## config.mk

```make
export PLATFORM = sky130hd
export DESIGN_NAME = utf8_to_code_point_decoder
export DESIGN_NICKNAME = d
export VERILOG_FILES = /design/src/sv/u8cp_pkg.sv /design/src/sv/utf8_to_code_point_decoder.sv /design/src/sv/u8cp_in_stage.sv /design/src/sv/u8cp_decode.sv /design/src/sv/u8cp_out_reg.sv
export SDC_FILE = /design/constraint.sdc
export NUM_CORES = 1
export LEC_CHECK = 0
export BUFFER_PORTS_ARGS = -buffer_cell sky130_fd_sc_hd__buf_4
export CAP_MARGIN = 20
export CORE_MARGIN = 2
export CORE_UTILIZATION = 50
export CTS_CLUSTER_SIZE = 20
export DETAILED_ROUTE_END_ITERATION = 8
export GPL_TIMING_DRIVEN = 0
export PLACE_DENSITY = 0.73
export SLEW_MARGIN = 5
export SYNTH_ARGS = -nofsm -noshare
export SYNTH_HDL_FRONTEND = slang
export SYNTH_HIERARCHICAL = 1
export SYNTH_SLANG_ARGS = --single-unit
```

## constraint.sdc

```tcl
create_clock -name clk -period 4.9 [get_ports clk]
set_clock_uncertainty 0.2 [all_clocks]
set_input_delay 0.245 -clock clk [delete_from_list [all_inputs] [get_ports clk]]
set_output_delay 0.245 -clock clk [all_outputs]
set_load 0.005 [all_outputs]
```

## src/sv/u8cp_pkg.sv

```systemverilog
// Package for the UTF-8 to code point decoder.
// Holds the byte class masks, the substitute character and the result type.
// Depends on nothing; every other file of the block uses it by scoped names.
package u8cp_pkg;

  localparam int unsigned ByteW  = 8;
  localparam int unsigned CpW    = 21;
  localparam int unsigned CountW = 16;
  localparam int unsigned AccW   = 15;
  localparam int unsigned PendW  = 2;

  // Output tdata carries the code point and the count, padded to whole bytes.
  localparam int unsigned OutDataRawW = CpW + CountW;
  localparam int unsigned OutDataW    = ((OutDataRawW + 7) / 8) * 8;

  // Byte class masks and the patterns they are compared against.
  localparam logic [ByteW-1:0] Lead2Mask = 8'hE0;
  localparam logic [ByteW-1:0] Lead2Pat  = 8'hC0;
  localparam logic [ByteW-1:0] Lead3Mask = 8'hF0;
  localparam logic [ByteW-1:0] Lead3Pat  = 8'hE0;
  localparam logic [ByteW-1:0] Lead4Mask = 8'hF8;
  localparam logic [ByteW-1:0] Lead4Pat  = 8'hF0;
  localparam logic [ByteW-1:0] ContMask  = 8'hC0;
  localparam logic [ByteW-1:0] ContPat   = 8'h80;
  localparam logic [ByteW-1:0] HighBit   = 8'h80;
  localparam logic [ByteW-1:0] Payload2  = 8'h1F;
  localparam logic [ByteW-1:0] Payload3  = 8'h0F;
  localparam logic [ByteW-1:0] Payload4  = 8'h07;
  localparam logic [ByteW-1:0] ContBits  = 8'h3F;
  localparam logic [ByteW-1:0] AsciiBits = 8'h7F;

  // Character emitted in place of a malformed byte.
  localparam logic [CpW-1:0] SubstChar = 21'h00002A;

  // Continuation bytes still expected after each lead byte.
  localparam logic [PendW-1:0] PendNone  = 2'd0;
  localparam logic [PendW-1:0] PendOne   = 2'd1;
  localparam logic [PendW-1:0] PendTwo   = 2'd2;
  localparam logic [PendW-1:0] PendThree = 2'd3;

  typedef struct packed {
    logic [CpW-1:0]    code_point;
    logic              invalid;
    logic              end_of_string;
    logic [CountW-1:0] count;
  } result_t;

endpackage

```

## src/sv/utf8_to_code_point_decoder.sv

```systemverilog
// UTF-8 to code point decoder. One byte of a zero-terminated string enters per
// transaction on the slave side, and one byte can be accepted in every clock
// cycle unless a stalled result register holds it back; each byte is held in
// the input register, its result in the result register. Bytes that only open or
// extend a multi-byte sequence give no result. A zero byte gives a result with
// tlast high and the string's code point count, then decoding restarts. Bad
// bytes give '*' with tuser high. The limit register may be written only while
// the block is idle; cfg_ready is always high. No clearing pass follows reset.
// Uses u8cp_pkg, u8cp_in_stage, u8cp_decode and u8cp_out_reg.
module utf8_to_code_point_decoder (
  input  logic                          clk,
  input  logic                          rst,
  input  logic                          s_tvalid,
  output logic                          s_tready,
  input  logic [u8cp_pkg::ByteW-1:0]    s_tdata,   // [7:0] byte_in
  output logic                          m_tvalid,
  input  logic                          m_tready,
  output logic [u8cp_pkg::OutDataW-1:0] m_tdata,   // [20:0] code_point, [36:21] count
  output logic                          m_tlast,   // end_of_string
  output logic                          m_tuser,   // [0] invalid
  input  logic                          cfg_valid,
  output logic                          cfg_ready,
  input  logic [u8cp_pkg::CountW-1:0]   cfg_data   // max_code_points
);

  logic                       item_valid;
  logic [u8cp_pkg::ByteW-1:0] item_byte;
  logic                       advance;
  logic                       has_result;
  u8cp_pkg::result_t          result;

  assign cfg_ready = 1'b1;

  // A held byte moves on unless its result would meet a stalled result register.
  assign advance = item_valid && (!m_tvalid || m_tready || !has_result);

  u8cp_in_stage u_in (
    .clk        (clk),
    .rst        (rst),
    .s_tvalid   (s_tvalid),
    .s_tready   (s_tready),
    .s_tdata    (s_tdata),
    .advance    (advance),
    .item_valid (item_valid),
    .item_byte  (item_byte)
  );

  u8cp_decode u_dec (
    .clk        (clk),
    .rst        (rst),
    .cfg_valid  (cfg_valid),
    .cfg_data   (cfg_data),
    .item_valid (item_valid),
    .item_byte  (item_byte),
    .advance    (advance),
    .has_result (has_result),
    .result     (result)
  );

  u8cp_out_reg u_out (
    .clk      (clk),
    .rst      (rst),
    .load     (advance && has_result),
    .result   (result),
    .m_tvalid (m_tvalid),
    .m_tready (m_tready),
    .m_tdata  (m_tdata),
    .m_tlast  (m_tlast),
    .m_tuser  (m_tuser)
  );

endmodule

```

## src/sv/u8cp_in_stage.sv

```systemverilog
// Input register of the UTF-8 decoder.
// Holds one accepted byte until the decode stage moves it on; uses u8cp_pkg.
module u8cp_in_stage (
  input  logic                      clk,
  input  logic                      rst,
  input  logic                      s_tvalid,
  output logic                      s_tready,
  input  logic [u8cp_pkg::ByteW-1:0] s_tdata,   // [7:0] byte_in
  input  logic                      advance,
  output logic                      item_valid,
  output logic [u8cp_pkg::ByteW-1:0] item_byte
);

  // The register is free when empty or when its byte moves on this cycle.
  assign s_tready = !item_valid || advance;

  // Valid flag follows the slave side whenever the register can take a byte.
  always_ff @(posedge clk) begin
    if (rst) begin
      item_valid <= 1'b0;
    end else if (s_tready) begin
      item_valid <= s_tvalid;
    end
  end

  // Payload needs no reset.
  always_ff @(posedge clk) begin
    if (s_tvalid && s_tready) begin
      item_byte <= s_tdata;
    end
  end

endmodule

```

## src/sv/u8cp_decode.sv

```systemverilog
// Decode stage of the UTF-8 decoder: limit register, sequence state and the
// single-pass classification of one byte into at most one result; uses u8cp_pkg.
module u8cp_decode (
  input  logic                        clk,
  input  logic                        rst,
  input  logic                        cfg_valid,
  input  logic [u8cp_pkg::CountW-1:0] cfg_data,
  input  logic                        item_valid,
  input  logic [u8cp_pkg::ByteW-1:0]  item_byte,
  input  logic                        advance,
  output logic                        has_result,
  output u8cp_pkg::result_t           result
);

  logic [u8cp_pkg::CountW-1:0] max_code_points;
  logic [u8cp_pkg::PendW-1:0]  bytes_pending;
  logic [u8cp_pkg::PendW-1:0]  bytes_pending_next;
  logic [u8cp_pkg::AccW-1:0]   partial_value;
  logic [u8cp_pkg::AccW-1:0]   partial_value_next;
  logic [u8cp_pkg::CountW-1:0] emitted_count;
  logic [u8cp_pkg::CountW-1:0] emitted_count_next;
  logic [u8cp_pkg::CountW-1:0] count_inc;
  logic [u8cp_pkg::CpW-1:0]    shifted_value;
  logic [u8cp_pkg::PendW-1:0]  pending_dec;

  assign count_inc     = emitted_count + 16'd1;
  assign shifted_value = {partial_value, item_byte[5:0]};
  assign pending_dec   = bytes_pending - 2'd1;

  // Limit register: user writes only while the block is idle; not enforced here.
  always_ff @(posedge clk) begin
    if (rst) begin
      max_code_points <= '1;
    end else if (cfg_valid) begin
      max_code_points <= cfg_data;
    end
  end

  // Classify the byte and work out the result and the next state.
  always_comb begin
    bytes_pending_next = bytes_pending;
    partial_value_next = partial_value;
    emitted_count_next = emitted_count;
    has_result         = 1'b0;
    result             = '0;
    priority if (item_byte == '0) begin
      // Terminator: report the total and restart.
      has_result           = 1'b1;
      result.end_of_string = 1'b1;
      result.count         = emitted_count;
      bytes_pending_next   = u8cp_pkg::PendNone;
      partial_value_next   = '0;
      emitted_count_next   = '0;
    end else if (emitted_count >= max_code_points) begin
      // Limit reached: the byte is dropped.
    end else if (bytes_pending == u8cp_pkg::PendNone) begin
      priority if ((item_byte & u8cp_pkg::Lead2Mask) == u8cp_pkg::Lead2Pat) begin
        partial_value_next = {7'd0, item_byte & u8cp_pkg::Payload2};
        bytes_pending_next = u8cp_pkg::PendOne;
      end else if ((item_byte & u8cp_pkg::Lead3Mask) == u8cp_pkg::Lead3Pat) begin
        partial_value_next = {7'd0, item_byte & u8cp_pkg::Payload3};
        bytes_pending_next = u8cp_pkg::PendTwo;
      end else if ((item_byte & u8cp_pkg::Lead4Mask) == u8cp_pkg::Lead4Pat) begin
        partial_value_next = {7'd0, item_byte & u8cp_pkg::Payload4};
        bytes_pending_next = u8cp_pkg::PendThree;
      end else if ((item_byte & u8cp_pkg::HighBit) == u8cp_pkg::HighBit) begin
        // Stray continuation or illegal high byte.
        has_result         = 1'b1;
        result.code_point  = u8cp_pkg::SubstChar;
        result.invalid     = 1'b1;
        result.count       = count_inc;
        emitted_count_next = count_inc;
      end else begin
        has_result         = 1'b1;
        result.code_point  = {13'd0, item_byte & u8cp_pkg::AsciiBits};
        result.count       = count_inc;
        emitted_count_next = count_inc;
      end
    end else if ((item_byte & u8cp_pkg::ContMask) == u8cp_pkg::ContPat) begin
      // Continuation byte: shift in six bits, emit on the last one.
      bytes_pending_next = pending_dec;
      if (pending_dec != u8cp_pkg::PendNone) begin
        partial_value_next = shifted_value[u8cp_pkg::AccW-1:0];
      end else begin
        partial_value_next = '0;
        has_result         = 1'b1;
        result.code_point  = shifted_value;
        result.count       = count_inc;
        emitted_count_next = count_inc;
      end
    end else begin
      // Missing continuation prefix: the byte is consumed as a bad one.
      bytes_pending_next = u8cp_pkg::PendNone;
      partial_value_next = '0;
      has_result         = 1'b1;
      result.code_point  = u8cp_pkg::SubstChar;
      result.invalid     = 1'b1;
      result.count       = count_inc;
      emitted_count_next = count_inc;
    end
  end

  // Sequence state moves only when the held byte leaves the input register.
  always_ff @(posedge clk) begin
    if (rst) begin
      bytes_pending <= u8cp_pkg::PendNone;
      partial_value <= '0;
      emitted_count <= '0;
    end else if (item_valid && advance) begin
      bytes_pending <= bytes_pending_next;
      partial_value <= partial_value_next;
      emitted_count <= emitted_count_next;
    end
  end

endmodule

```

## src/sv/u8cp_out_reg.sv

```systemverilog
// Result register of the UTF-8 decoder, driving the master-side stream.
// Packs the result fields onto tdata, tlast and tuser; uses u8cp_pkg.
module u8cp_out_reg (
  input  logic                          clk,
  input  logic                          rst,
  input  logic                          load,
  input  u8cp_pkg::result_t             result,
  output logic                          m_tvalid,
  input  logic                          m_tready,
  output logic [u8cp_pkg::OutDataW-1:0] m_tdata,
  output logic                          m_tlast,
  output logic                          m_tuser
);

  u8cp_pkg::result_t held;

  // Valid flag: set on a new result, cleared once the transaction completes.
  always_ff @(posedge clk) begin
    if (rst) begin
      m_tvalid <= 1'b0;
    end else if (load) begin
      m_tvalid <= 1'b1;
    end else if (m_tready) begin
      m_tvalid <= 1'b0;
    end
  end

  always_ff @(posedge clk) begin
    if (load) begin
      held <= result;
    end
  end

  assign m_tdata = {{(u8cp_pkg::OutDataW - u8cp_pkg::OutDataRawW){1'b0}},
                    held.count, held.code_point};
  assign m_tlast = held.end_of_string;
  assign m_tuser = held.invalid;

endmodule

```

# After elaboration in Yosys (flattened, before gate mapping)
# Index checks and enable logic that the tools add are counted.
word_totals:
  reg_bits: 98
  in_bits: 29
  elab_cells: 92
op_classes:
  add_sub_neg: 2
  order_cmp: 1
  n_eq_ne: 10
  mux: 51
  n_reduce_logical: 17
op_table:
  columns: ["op", "count"]
  rows:
  - ["2-to-1 mux 16 bit", 16]
  - ["2-to-1 mux 15 bit", 8]
  - ["2-to-1 mux 22 bit", 4]
  - ["2-to-1 mux 21 bit", 2]
  - ["adder 16 x 1 -> 16 bit, second input constant", 1]
  - ["greater-or-equal comparator 16 bit", 1]
  - ["2-to-1 mux 2 bit", 7]
  - ["2-to-1 mux 1 bit", 13]
  - ["inequality test 3 x 2 -> 1 bit, second input constant", 3]
  - ["logical NOT 8 bit", 1]
  - ["2-to-1 mux 7 bit", 1]
  - ["AND reduction 6 bit", 1]
  - ["== test 5 bit, second input constant", 1]
  - ["inequality test 5 x 4 -> 1 bit, second input constant", 1]
  - ["== test 4 bit, second input constant", 1]
  - ["logical AND 1 bit", 4]
  - ["inequality test 4 x 2 -> 1 bit, second input constant", 1]
  - ["nonzero test 2 bit", 2]
  - ["== test 3 bit, second input constant", 1]
  - ["logical NOT 1 bit", 3]
  - ["logical OR 1 bit", 3]
  - ["AND reduction 3 bit", 1]
  - ["== test 2 bit, second input constant", 1]
  - ["logical NOT 2 bit", 1]
  - ["3 further kinds", 3]

# Logic depth before layout (Yosys ltp)
# Gate-level depths: netlist of run 1.
depth:
  ltp_word: 12
  depth_mapped: 15

# By module
# Netlist of run 1, hierarchy kept.
by_module_without_submodules:
  columns: ["mod", "n_inst", "cells_each", "area_per_inst_um2", "seq_area_each_um2"]
  rows:
  - ["u8cp_decode", 1, 461, 3443.3, 980.9]
  - ["u8cp_out_reg", 1, 47, 1236.2, 1191.1]
  - ["u8cp_in_stage", 1, 13, 295.3, 260.2]
  - ["utf8_to_code_point_decoder", 1, 6, 43.8, 0.0]

# Least setup slack after synthesis of run 1
# No wires, ideal clock.
synth_path:
  kind: "reg2reg"
  start: "reg u_dec/emitted_count[13] (netlist bit)"
  end: "reg u_out.held, in the netlist u_out/m_tdata[0] (enable)"
  setup_time_ns: 0.437
  arrival_time_ns: 3.193
  t_required_ns: 4.263
  setup_slack_ns: 1.070
  path_stages_with_launch: 9
  synth_period_minus_slack_ns: 3.830
  path_cell_list: "dfxtp_1 > ha_1 > a211o_1 > o211ai_1 > o21a_1 > a31oi_1 > inv_1 > nand2_1 > nor2_1"
synth_via:
  elab_chain_cells: 7
synth_rtl:
  columns: ["item", "line_no", "source"]
  rows:
  - ["start, declared", "u8cp_decode.sv:20", "logic [u8cp_pkg::CountW-1:0] emitted_count;"]
  - ["start signal, assigned", "u8cp_decode.sv:112", "emitted_count <= emitted_count_next;"]
  - ["greater-or-equal comparator 16 bit *", "u8cp_decode.sv:54", "end else if (emitted_count >= max_code_points) begin"]
  - ["2-to-1 mux 1 bit *", "u8cp_decode.sv:54", null]
  - ["2-to-1 mux 1 bit *", "u8cp_decode.sv:46", "priority if (item_byte == '0) begin"]
  - ["named net has_result", "utf8_to_code_point_decoder.sv:29", "logic has_result;"]
  - ["logical NOT 1 bit", "utf8_to_code_point_decoder.sv:35", "assign advance = item_valid && (!m_tvalid || m_tready || !has_result);"]
  - ["logical OR 1 bit", "utf8_to_code_point_decoder.sv:35", null]
  - ["logical AND 1 bit", "utf8_to_code_point_decoder.sv:35", null]
  - ["logical AND 1 bit *", "utf8_to_code_point_decoder.sv:63", ".load (advance && has_result),"]
  - ["end signal, assigned", "u8cp_out_reg.sv:30", "held <= result;"]
  - ["end, declared", "u8cp_out_reg.sv:15", "u8cp_pkg::result_t held;"]
# Mark *: on every way through the listed nets, which the timed path passes. The rest lies on a longest branch.
# A chain may end at the register's enable or synchronous reset.

# Final worst setup path of run 1
layout_path:
  start: "reg u_dec/emitted_count[12] (netlist bit)"
  end: "reg u_dec/emitted_count[10] (netlist bit)"
layout_via:
  elab_chain_cells: 8
  word_cells_on_any_way: 9
  cone_classes: "order compare (1); eq/ne (1); mux (2); reduce/logical (5)"
layout_rtl:
  columns: ["item", "line_no", "source"]
  rows:
  - ["greater-or-equal comparator 16 bit", "u8cp_decode.sv:54", null]
  - ["2-to-1 mux 1 bit", "u8cp_decode.sv:54", null]
  - ["2-to-1 mux 1 bit", "u8cp_decode.sv:46", null]
  - ["named net has_result", "utf8_to_code_point_decoder.sv:29", null]
  - ["logical NOT 1 bit", "utf8_to_code_point_decoder.sv:35", null]
  - ["logical OR 1 bit", "utf8_to_code_point_decoder.sv:35", null]
  - ["logical AND 1 bit", "utf8_to_code_point_decoder.sv:35", null]
  - ["named net advance", "utf8_to_code_point_decoder.sv:28", "logic advance;"]
  - ["logical AND 1 bit", "u8cp_decode.sv:109", "end else if (item_valid && advance) begin"]
  - ["AND reduction 6 bit (no source line)", null, null]
# The timed path passes the listed nets, and every way through them passes these cells.

==> results of run 1 <==
routing by layer:
layer	wire length, um	track usage (%)
met3	904	4.20
met5	0	0
met1	5610	33.7
met4	235	7.72
met2	5990	38.5
worst max path at each step:
stage	start	end	slack (ns)	cells past startpoint
after floorplan	u_dec/emitted_count[13]	u_out/m_tdata[0]	1.07	8
after global placement	u_in/item_byte[6]	u_out/m_tdata[30]	0.08	9
after detailed placement	u_dec/emitted_count[12]	u_dec/partial_value[2]	1.06	13
after CTS	u_dec/emitted_count[12]	u_dec/partial_value[2]	1.02	13
after global routing	u_dec/emitted_count[13]	u_dec/emitted_count[10]	0.71	13
final	u_dec/emitted_count[12]	u_dec/emitted_count[10]	0.99	13
tightest hold or removal path, delay by kind of cell:
family / cells / cell delay [ns]
buffers and inverters: 1 / 0.12
AND/OR/NAND/NOR: 2 / 0.24
final cells by class:
| type | instances | area [um^2] |
|---|---|---|
| tap | 133 | 166 |
| multi-input combinational | 357 | 2280 |
| inverter | 34 | 128 |
| buffer | 40 | 196 |
| clock inverter | 5 | 40.0 |
| timing repair buffer | 98 | 818 |
| clock buffer | 11 | 131 |
| sequential | 98 | 2430 |
| fill | 821 | 3580 |
logic make-up (layout without fill, tap and decap cells):
kind of cell / count (synthesis) / after routing / share of synthesized area (%)
mux: 4 / 4 / 0.798
other cells: 2 / 4 / 0.150
fa+ha+maj: 19 / 19 / 4.74
flops: 98 / 98 / 48.5
simple gates: 191 / 191 / 20.3
buf+inv: 74 / 188 / 6.46
compound gates: 139 / 139 / 19.1
registers in the layout (all words and copies together), names as in the netlist:
signal	cells
u_out/m_tlast	1
u_out/m_tuser	1
u_dec/bytes_pending	2
u_in/item_valid	1
u_dec/max_code_points	16
u_out/m_tdata	37
u_dec/emitted_count	16
u_in/item_byte	8
u_out/m_tvalid	1
u_dec/partial_value	15
synthesized netlist by cell type, types with 5 or more instances:
master,instances
clkbuf_1,21
o21ai_0,23
a21oi_1,29
inv_1,34
nor2_1,18
ha_1,19
edfxtp_1,47
a22o_1,7
buf_1,5
or3_1,5
buf_2,7
o211ai_1,28
o21ai_1,5
or4_1,9
nand4_1,10
nand2_1,63
and3_1,7
and2_1,18
nor3_1,18
a41o_1,10
a31oi_1,14
nand3_1,19
dfxtp_1,51
through the flow:
step | instances | utilization, % | hold WS, ns | setup WS [ns] | total power [W]
5_1_grt | 776 | 63.3 | 0.208 | 0.715 | 0.00176
2_1_floorplan | 529 | - | 0.107 | 1.07 | 0.00110
3_5_place_dp | 732 | 58.7 | 0.225 | 1.06 | 0.00121
4_1_cts | 776 | 63.3 | 0.215 | 1.02 | 0.00169
3_3_place_gp | 731 | 58.4 | 0.224 | 0.0797 | 0.00120
6_report | 776 | 63.3 | 0.224 | 0.993 | 0.00168
power by group:
part / internal [W] / switching [W] / total [W]
Combinational: 0.000124 / 0.000142 / 0.000267
Clock: 0.000189 / 0.000285 / 0.000473
Sequential: 0.000910 / 0.0000337 / 0.000944
==> summary.md, run 1 <==
| Metric | Value |
|---|---|
| Largest net degree at the start of global routing | `36` |
| Post-synth top area share | `28.1%` |
| Syn_area_per_cell | `9.52 um^2` |
| Critical Path, Cell by Cell | `ha_1, nand4_1, or3_4, a311o_4, a31oi_1, inv_1, a21boi_2, nand2_1, clkbuf_1, clkbuf_1, nor3_1, nand3_1, a31oi_1` |
| Area growth, synth to finish | `23.3%` |
| R2R setup slack | `0.99 ns` |
| Final instance area | `6190 um^2` |
| Most frequent cells in the layout | `buf_4, nand2_1, dfxtp_1` |
| Synth Warn # | `6` |
| CTS tree | `done` |
| Yosys top cell by area | `edfxtp_1` |
| Synth Flop Type | `dfxtp_1` |
| Initial Utilization | `51.3%` |
| Setup bufs post-CTS | `0` |
| Setup crit end kind | `register` |
| Root Buffer | `clkbuf_8` |
| Worst Hold Launch | `m_tready` |
| Die width | `104 um` |
| Vias in the first global route | `4117` |
| Pins Over Slew Limit | `0` |
| HP Class | `in2reg` |
| Post-CTS Hold Fix Bufs | `28` |
| Post-Syn Instances | `~530` |
| Fin crit share | `79.7%` |
| Core area | `9770 um^2` |
| Iteration-0 DRC Markers | `slightly above 300` |
| Cell family with most CP delay | `compound AO/OA/AOI/OAI gates` |
| Hold Path Cell Cnt | `3` |
| RR Startpoint | `u_dec/emitted_count[12]` |
| Worst-Margin Slew | `0.978 ns` |
| Wire length per cell | `16.4 um` |
| Area after DPL | `5740 um^2` |
| RD Place Congestion | `0.894` |
| Req. time, crit path | `4.98 ns` |
| Reg2Reg Capture Point | `u_dec/emitted_count[10]` |
| Vias | `4388` |
| Post-synth EDFFs | `47` |
| Synth top area cells | `edfxtp_1, dfxtp_1, ha_1` |
| First-pass GRT wire length | `21100 um` |
| Gr usage total | `24.2%` |
| Slew HR | `between 30% and 40%` |
| Crit-path max cell delay | `0.45 ns` |
| Ports | `74` |
| Asr flop ratio synth | `0%` |
| Final Critical Period | `roughly 3.9 ns` |
| Clock slew at reported path FFs | `0.09 ns` |
| Share of cells above drive strength 1 | `18.0%` |
| Die H | `between 100 and 150 um` |
| Commonest non-fill, non-tap cell in the layout | `buf_4` |
| Row count | `36` |
| Sink Count | `98` |
| Endpoints failing setup | `0` |
| Fmax | `256 MHz` |
| CP max stage cell | `or3_4` |
| Leakage dissipation | `2.52 nW` |
| DP Wirelength | `9050 um` |
| FF+latch count, synth | `just under 100` |
| Post-CTS Resized | `0` |
| Clock buffer depth | `2` |
| Power per cell area | `272 nW/um^2` |
| Total Neg Setup Slack | `0 ns` |
| Die area | `10900 um^2` |
| Post-DRT Antenna Nets | `0` |
| DR pass1 iterations | `5` |
| WL final | `12700 um` |
| Arrival @ worst endpoint | `3.99 ns` |
| Mapped cell area | `5020 um^2` |
| Seq/Total Area, Yosys | `about 48%` |
| Clk_lat worst skew | `0.36 ns` |
| RSZ-0062 raised after global routing | `false` |
| Outcome | `finished clean` |
| Maximum vdd drop | `0.000131 V` |
| Distinct cells, synth | `59` |
| Num CTS Buffers | `9` |
| Startpoint types | `register` |
| Worst Reg-to-Reg Cells | `13` |
| Critical path buffer and inverter count | `3` |
| Max Cap Viol | `0` |
| Crit path kind | `reg2reg` |
| Port Buffers | `between 60 and 70` |
| N_diodes | `0` |
| Worst hold path endpoint | `u_out/m_tdata[24]` |
| Critical-path maximum fanout | `10` |
| Nets | `between 600 and 700` |
| Htree depth | `3` |
| Initial antenna violation count | `0` |
| Residual DRC | `0` |
| Total global routing overflow | `0` |
| Vias per Instance | `5.65` |
| Final hold vios | `0` |
(Power assumes the default switching activity.)
==> run 2, diff against run 1 <==
--- a/config.mk
+++ b/config.mk
@@ -12,7 +12,7 @@
 export CTS_CLUSTER_SIZE = 20
 export DETAILED_ROUTE_END_ITERATION = 8
 export GPL_TIMING_DRIVEN = 0
-export PLACE_DENSITY = 0.73
+export PLACE_DENSITY = 0.76
 export SLEW_MARGIN = 5
 export SYNTH_ARGS = -nofsm -noshare
 export SYNTH_HDL_FRONTEND = slang
==> constraint.sdc (replaced) <==
create_clock -name clk -period 3.5 [get_ports clk]
set_clock_uncertainty 0.2 [all_clocks]
set_input_delay 0.175 -clock clk [delete_from_list [all_inputs] [get_ports clk]]
set_output_delay 0.175 -clock clk [all_outputs]
set_load 0.005 [all_outputs]
==> run 2 against run 1 <==
Against the previous run:
- the run now ends with negative setup slack left
- die area is the same
- power grew 48%
- non-clock buffer count grew 13
- critical path depth grew 1
- routed wire length grew 4.9%
- critical path type unchanged
- largest power group unchanged
==> summary.md, run 2 (synthesis gave the netlist of run 1 again) <==
| Metric | Value |
|---|---|
| Worst Hold Launch | `cfg_valid` |
| Total global routing overflow | `0` |
| Setup WS pre-CTS | `-0.382 ns` |
| Met2 Routed Length | `6250 um` |
| Min Hold Slack | `around 0.16 ns` |
| Die area | `about 11000 um^2` |
| Power per cell area | `approximately 380 nW/um^2` |
| Num CTS Buffers | `9` |
| CTS tree | `done` |
| Cell family with most CP delay | `compound AO/OA/AOI/OAI gates` |
| Pins Over Slew Limit | `0` |
| Area of the multi-input gates | `around 2400 um^2` |
| Row count | `36` |
| Most used cell, CP | `nand4_1` |
| Core area | `just under 10000 um^2` |
| Worst-Margin Slew | `0.939 ns` |
| Max Cap Viol | `0` |
| Setup crit end kind | `register` |
| Initial antenna violation count | `0` |
| Fmax | `281 MHz` |
| Area growth, synth to finish | `30.6%` |
| Post-DRT Antenna Nets | `0` |
| Vias | `between 4000 and 5000` |
| RD Place Congestion | `between 0.9 and 1` |
| Reg2Reg Capture Point | `u_dec/partial_value[10]` |
| Req. time, crit path | `3.63 ns` |
| WL met3 | `906 um` |
| Slew HR | `between 30 and 40%` |
| Sink Count | `98` |
| Ports | `74` |
| Crit path kind | `reg2reg` |
| Critical Path, Cell by Cell | `ha_4, nand4_1, or3_4, a311o_4, a31oi_4, inv_2, a21boi_4, nand4_1, o22ai_2, o211a_1, nand3_4, clkbuf_16, a21oi_2, a41o_1` |
| Fillers | `791` |
| Setup WS post-layout | `-0.0602 ns` |
| Clock slew at reported path FFs | `0.10 ns` |
| Area after DPL | `~5700 um^2` |
| Uppermost layer routed | `met4` |
| Share of cells above drive strength 1 | `25.8%` |
| Die H | `104 um` |
| DR pass1 iterations | `5` |
| R2R setup slack | `-0.06 ns` |
| Register area | `2450 um^2` |
| Port Buffers | `69` |
| Clk_lat worst skew | `0.37 ns` |
| N_diodes | `0` |
| RR Startpoint | `u_dec/emitted_count[14]` |
| Endpoints failing setup | `14` |
| Hold Path Cell Cnt | `4` |
| CP max stage cell | `or3_4` |
| DP Wirelength | `8840 um` |
| Htree depth | `3` |
| Die width | `about 100 um` |
| Largest net degree at the start of global routing | `35` |
| Initial Utilization | `between 50% and 60%` |
| Critical-path maximum fanout | `6` |
| Gr usage total | `approximately a quarter` |
| Leakage dissipation | `between 2 and 3 nW` |
| Iteration-0 DRC Markers | `421` |
| Worst Reg-to-Reg Cells | `14` |
| Final Critical Period | `roughly 3.6 ns` |
| Wire length per cell | `16.9 um` |
| Root Buffer | `clkbuf_8` |
| RSZ-0062 raised after global routing | `true` |
| Maximum vdd drop | `between 0.0002 and 0.00025 V` |
| Startpoint types | `register` |
| Final instance area | `6550 um^2` |
| Nets | `around 700` |
| Clock buffer depth | `2` |
| Arrival @ worst endpoint | `3.69 ns` |
| Total power | `about 0.0025 W` |
| Vias in the first global route | `4206` |
| Critical path buffer and inverter count | `2` |
| M1 WL | `roughly 5800 um` |
| Worst hold path endpoint | `u_dec/max_code_points[7]` |
| Max FFs per register | `37` |
| Crit path depth | `14` |
| Crit-path max cell delay | `0.45 ns` |
| Vias per Instance | `5.81` |
| Commonest non-fill, non-tap cell in the layout | `buf_4` |
| Outcome | `finished with violations` |
| Failing checks | `negative setup slack` |
| Most frequent cells in the layout | `buf_4, nand2_1, edfxtp_1` |
| WL final | `approximately 13000 um` |
| Residual DRC | `0` |
| Fin crit share | `102%` |
| HP Class | `in2reg` |
| First-pass GRT wire length | `21000 um` |
| Final hold vios | `0` |
run 2: cell types whose count changed in the layout (fill, tap and decap cells not counted), sizes merged:
cell,previous run,this run
inv,36,38
clkinv,0,1
buf,89,101
clkinvlp,3,0
dlygate4sd3,28,29
run 2: worst min-delay path: cells and delay by family:
family	cells	cell delay (ns)
AND/OR/NAND/NOR	1	0.11
AO/OA/AOI/OAI	1	0.07
buffers and inverters	2	0.35
run 2: through the flow:
step	setup TNS (ns)	cells	util (%)
global route	-2.77	789	67.1
floorplan	0	529	-
detailed placement	-9.06	732	58.7
CTS	0	779	64.4
finish	-0.402	789	67.1
global placement	-23.73	731	58.4
run 2: worst max path at each step:
stage	startpoint	to
finish	u_dec/emitted_count[14]	u_dec/partial_value[10]
global route	u_dec/emitted_count[14]	u_dec/partial_value[10]
CTS	u_dec/emitted_count[9]	u_dec/partial_value[11]
detailed placement	u_dec/emitted_count[13]	u_dec/partial_value[11]
global placement	u_in/item_byte[6]	u_out/m_tdata[28]
floorplan	u_dec/emitted_count[13]	u_dec/partial_value[6]
run 2: layout make-up:
| cell class | count | share of cell area [%] |
|---|---|---|
| multi-input cells | 357 | 37.2 |
| repair buffers | 111 | 14.3 |
| inverters | 34 | 1.95 |
| plain buffers | 40 | 3.40 |
| clock buffers | 11 | 2.48 |
| flip-flops and latches | 98 | 37.4 |
| well taps | 133 | 2.54 |
| clock inverters | 5 | 0.706 |
run 2: repair_timing:
item,CTS,global route
endpoints found under the setup margin,34,33
hold endpoints to repair,37,0
buffers inserted,2,8
pin swaps,2,21
cloned,0,2
hold buffers,29,0
gates resized for setup,11,51
run 2: routing by layer:
layer	vias up	GRT usage (%)
met1	2145	32.7
li1	2190	-
met5	-	0
met4	0	10.4
met2	220	38.3
met3	32	4.26
run 2: report_power, final:
group,switching [W],total [W],internal (W)
Combinational,0.000213,0.000408,0.000194
Sequential,0.0000489,0.00132,0.00128
Clock,0.000428,0.000764,0.000336
Total,0.000690,0.00250,0.00181
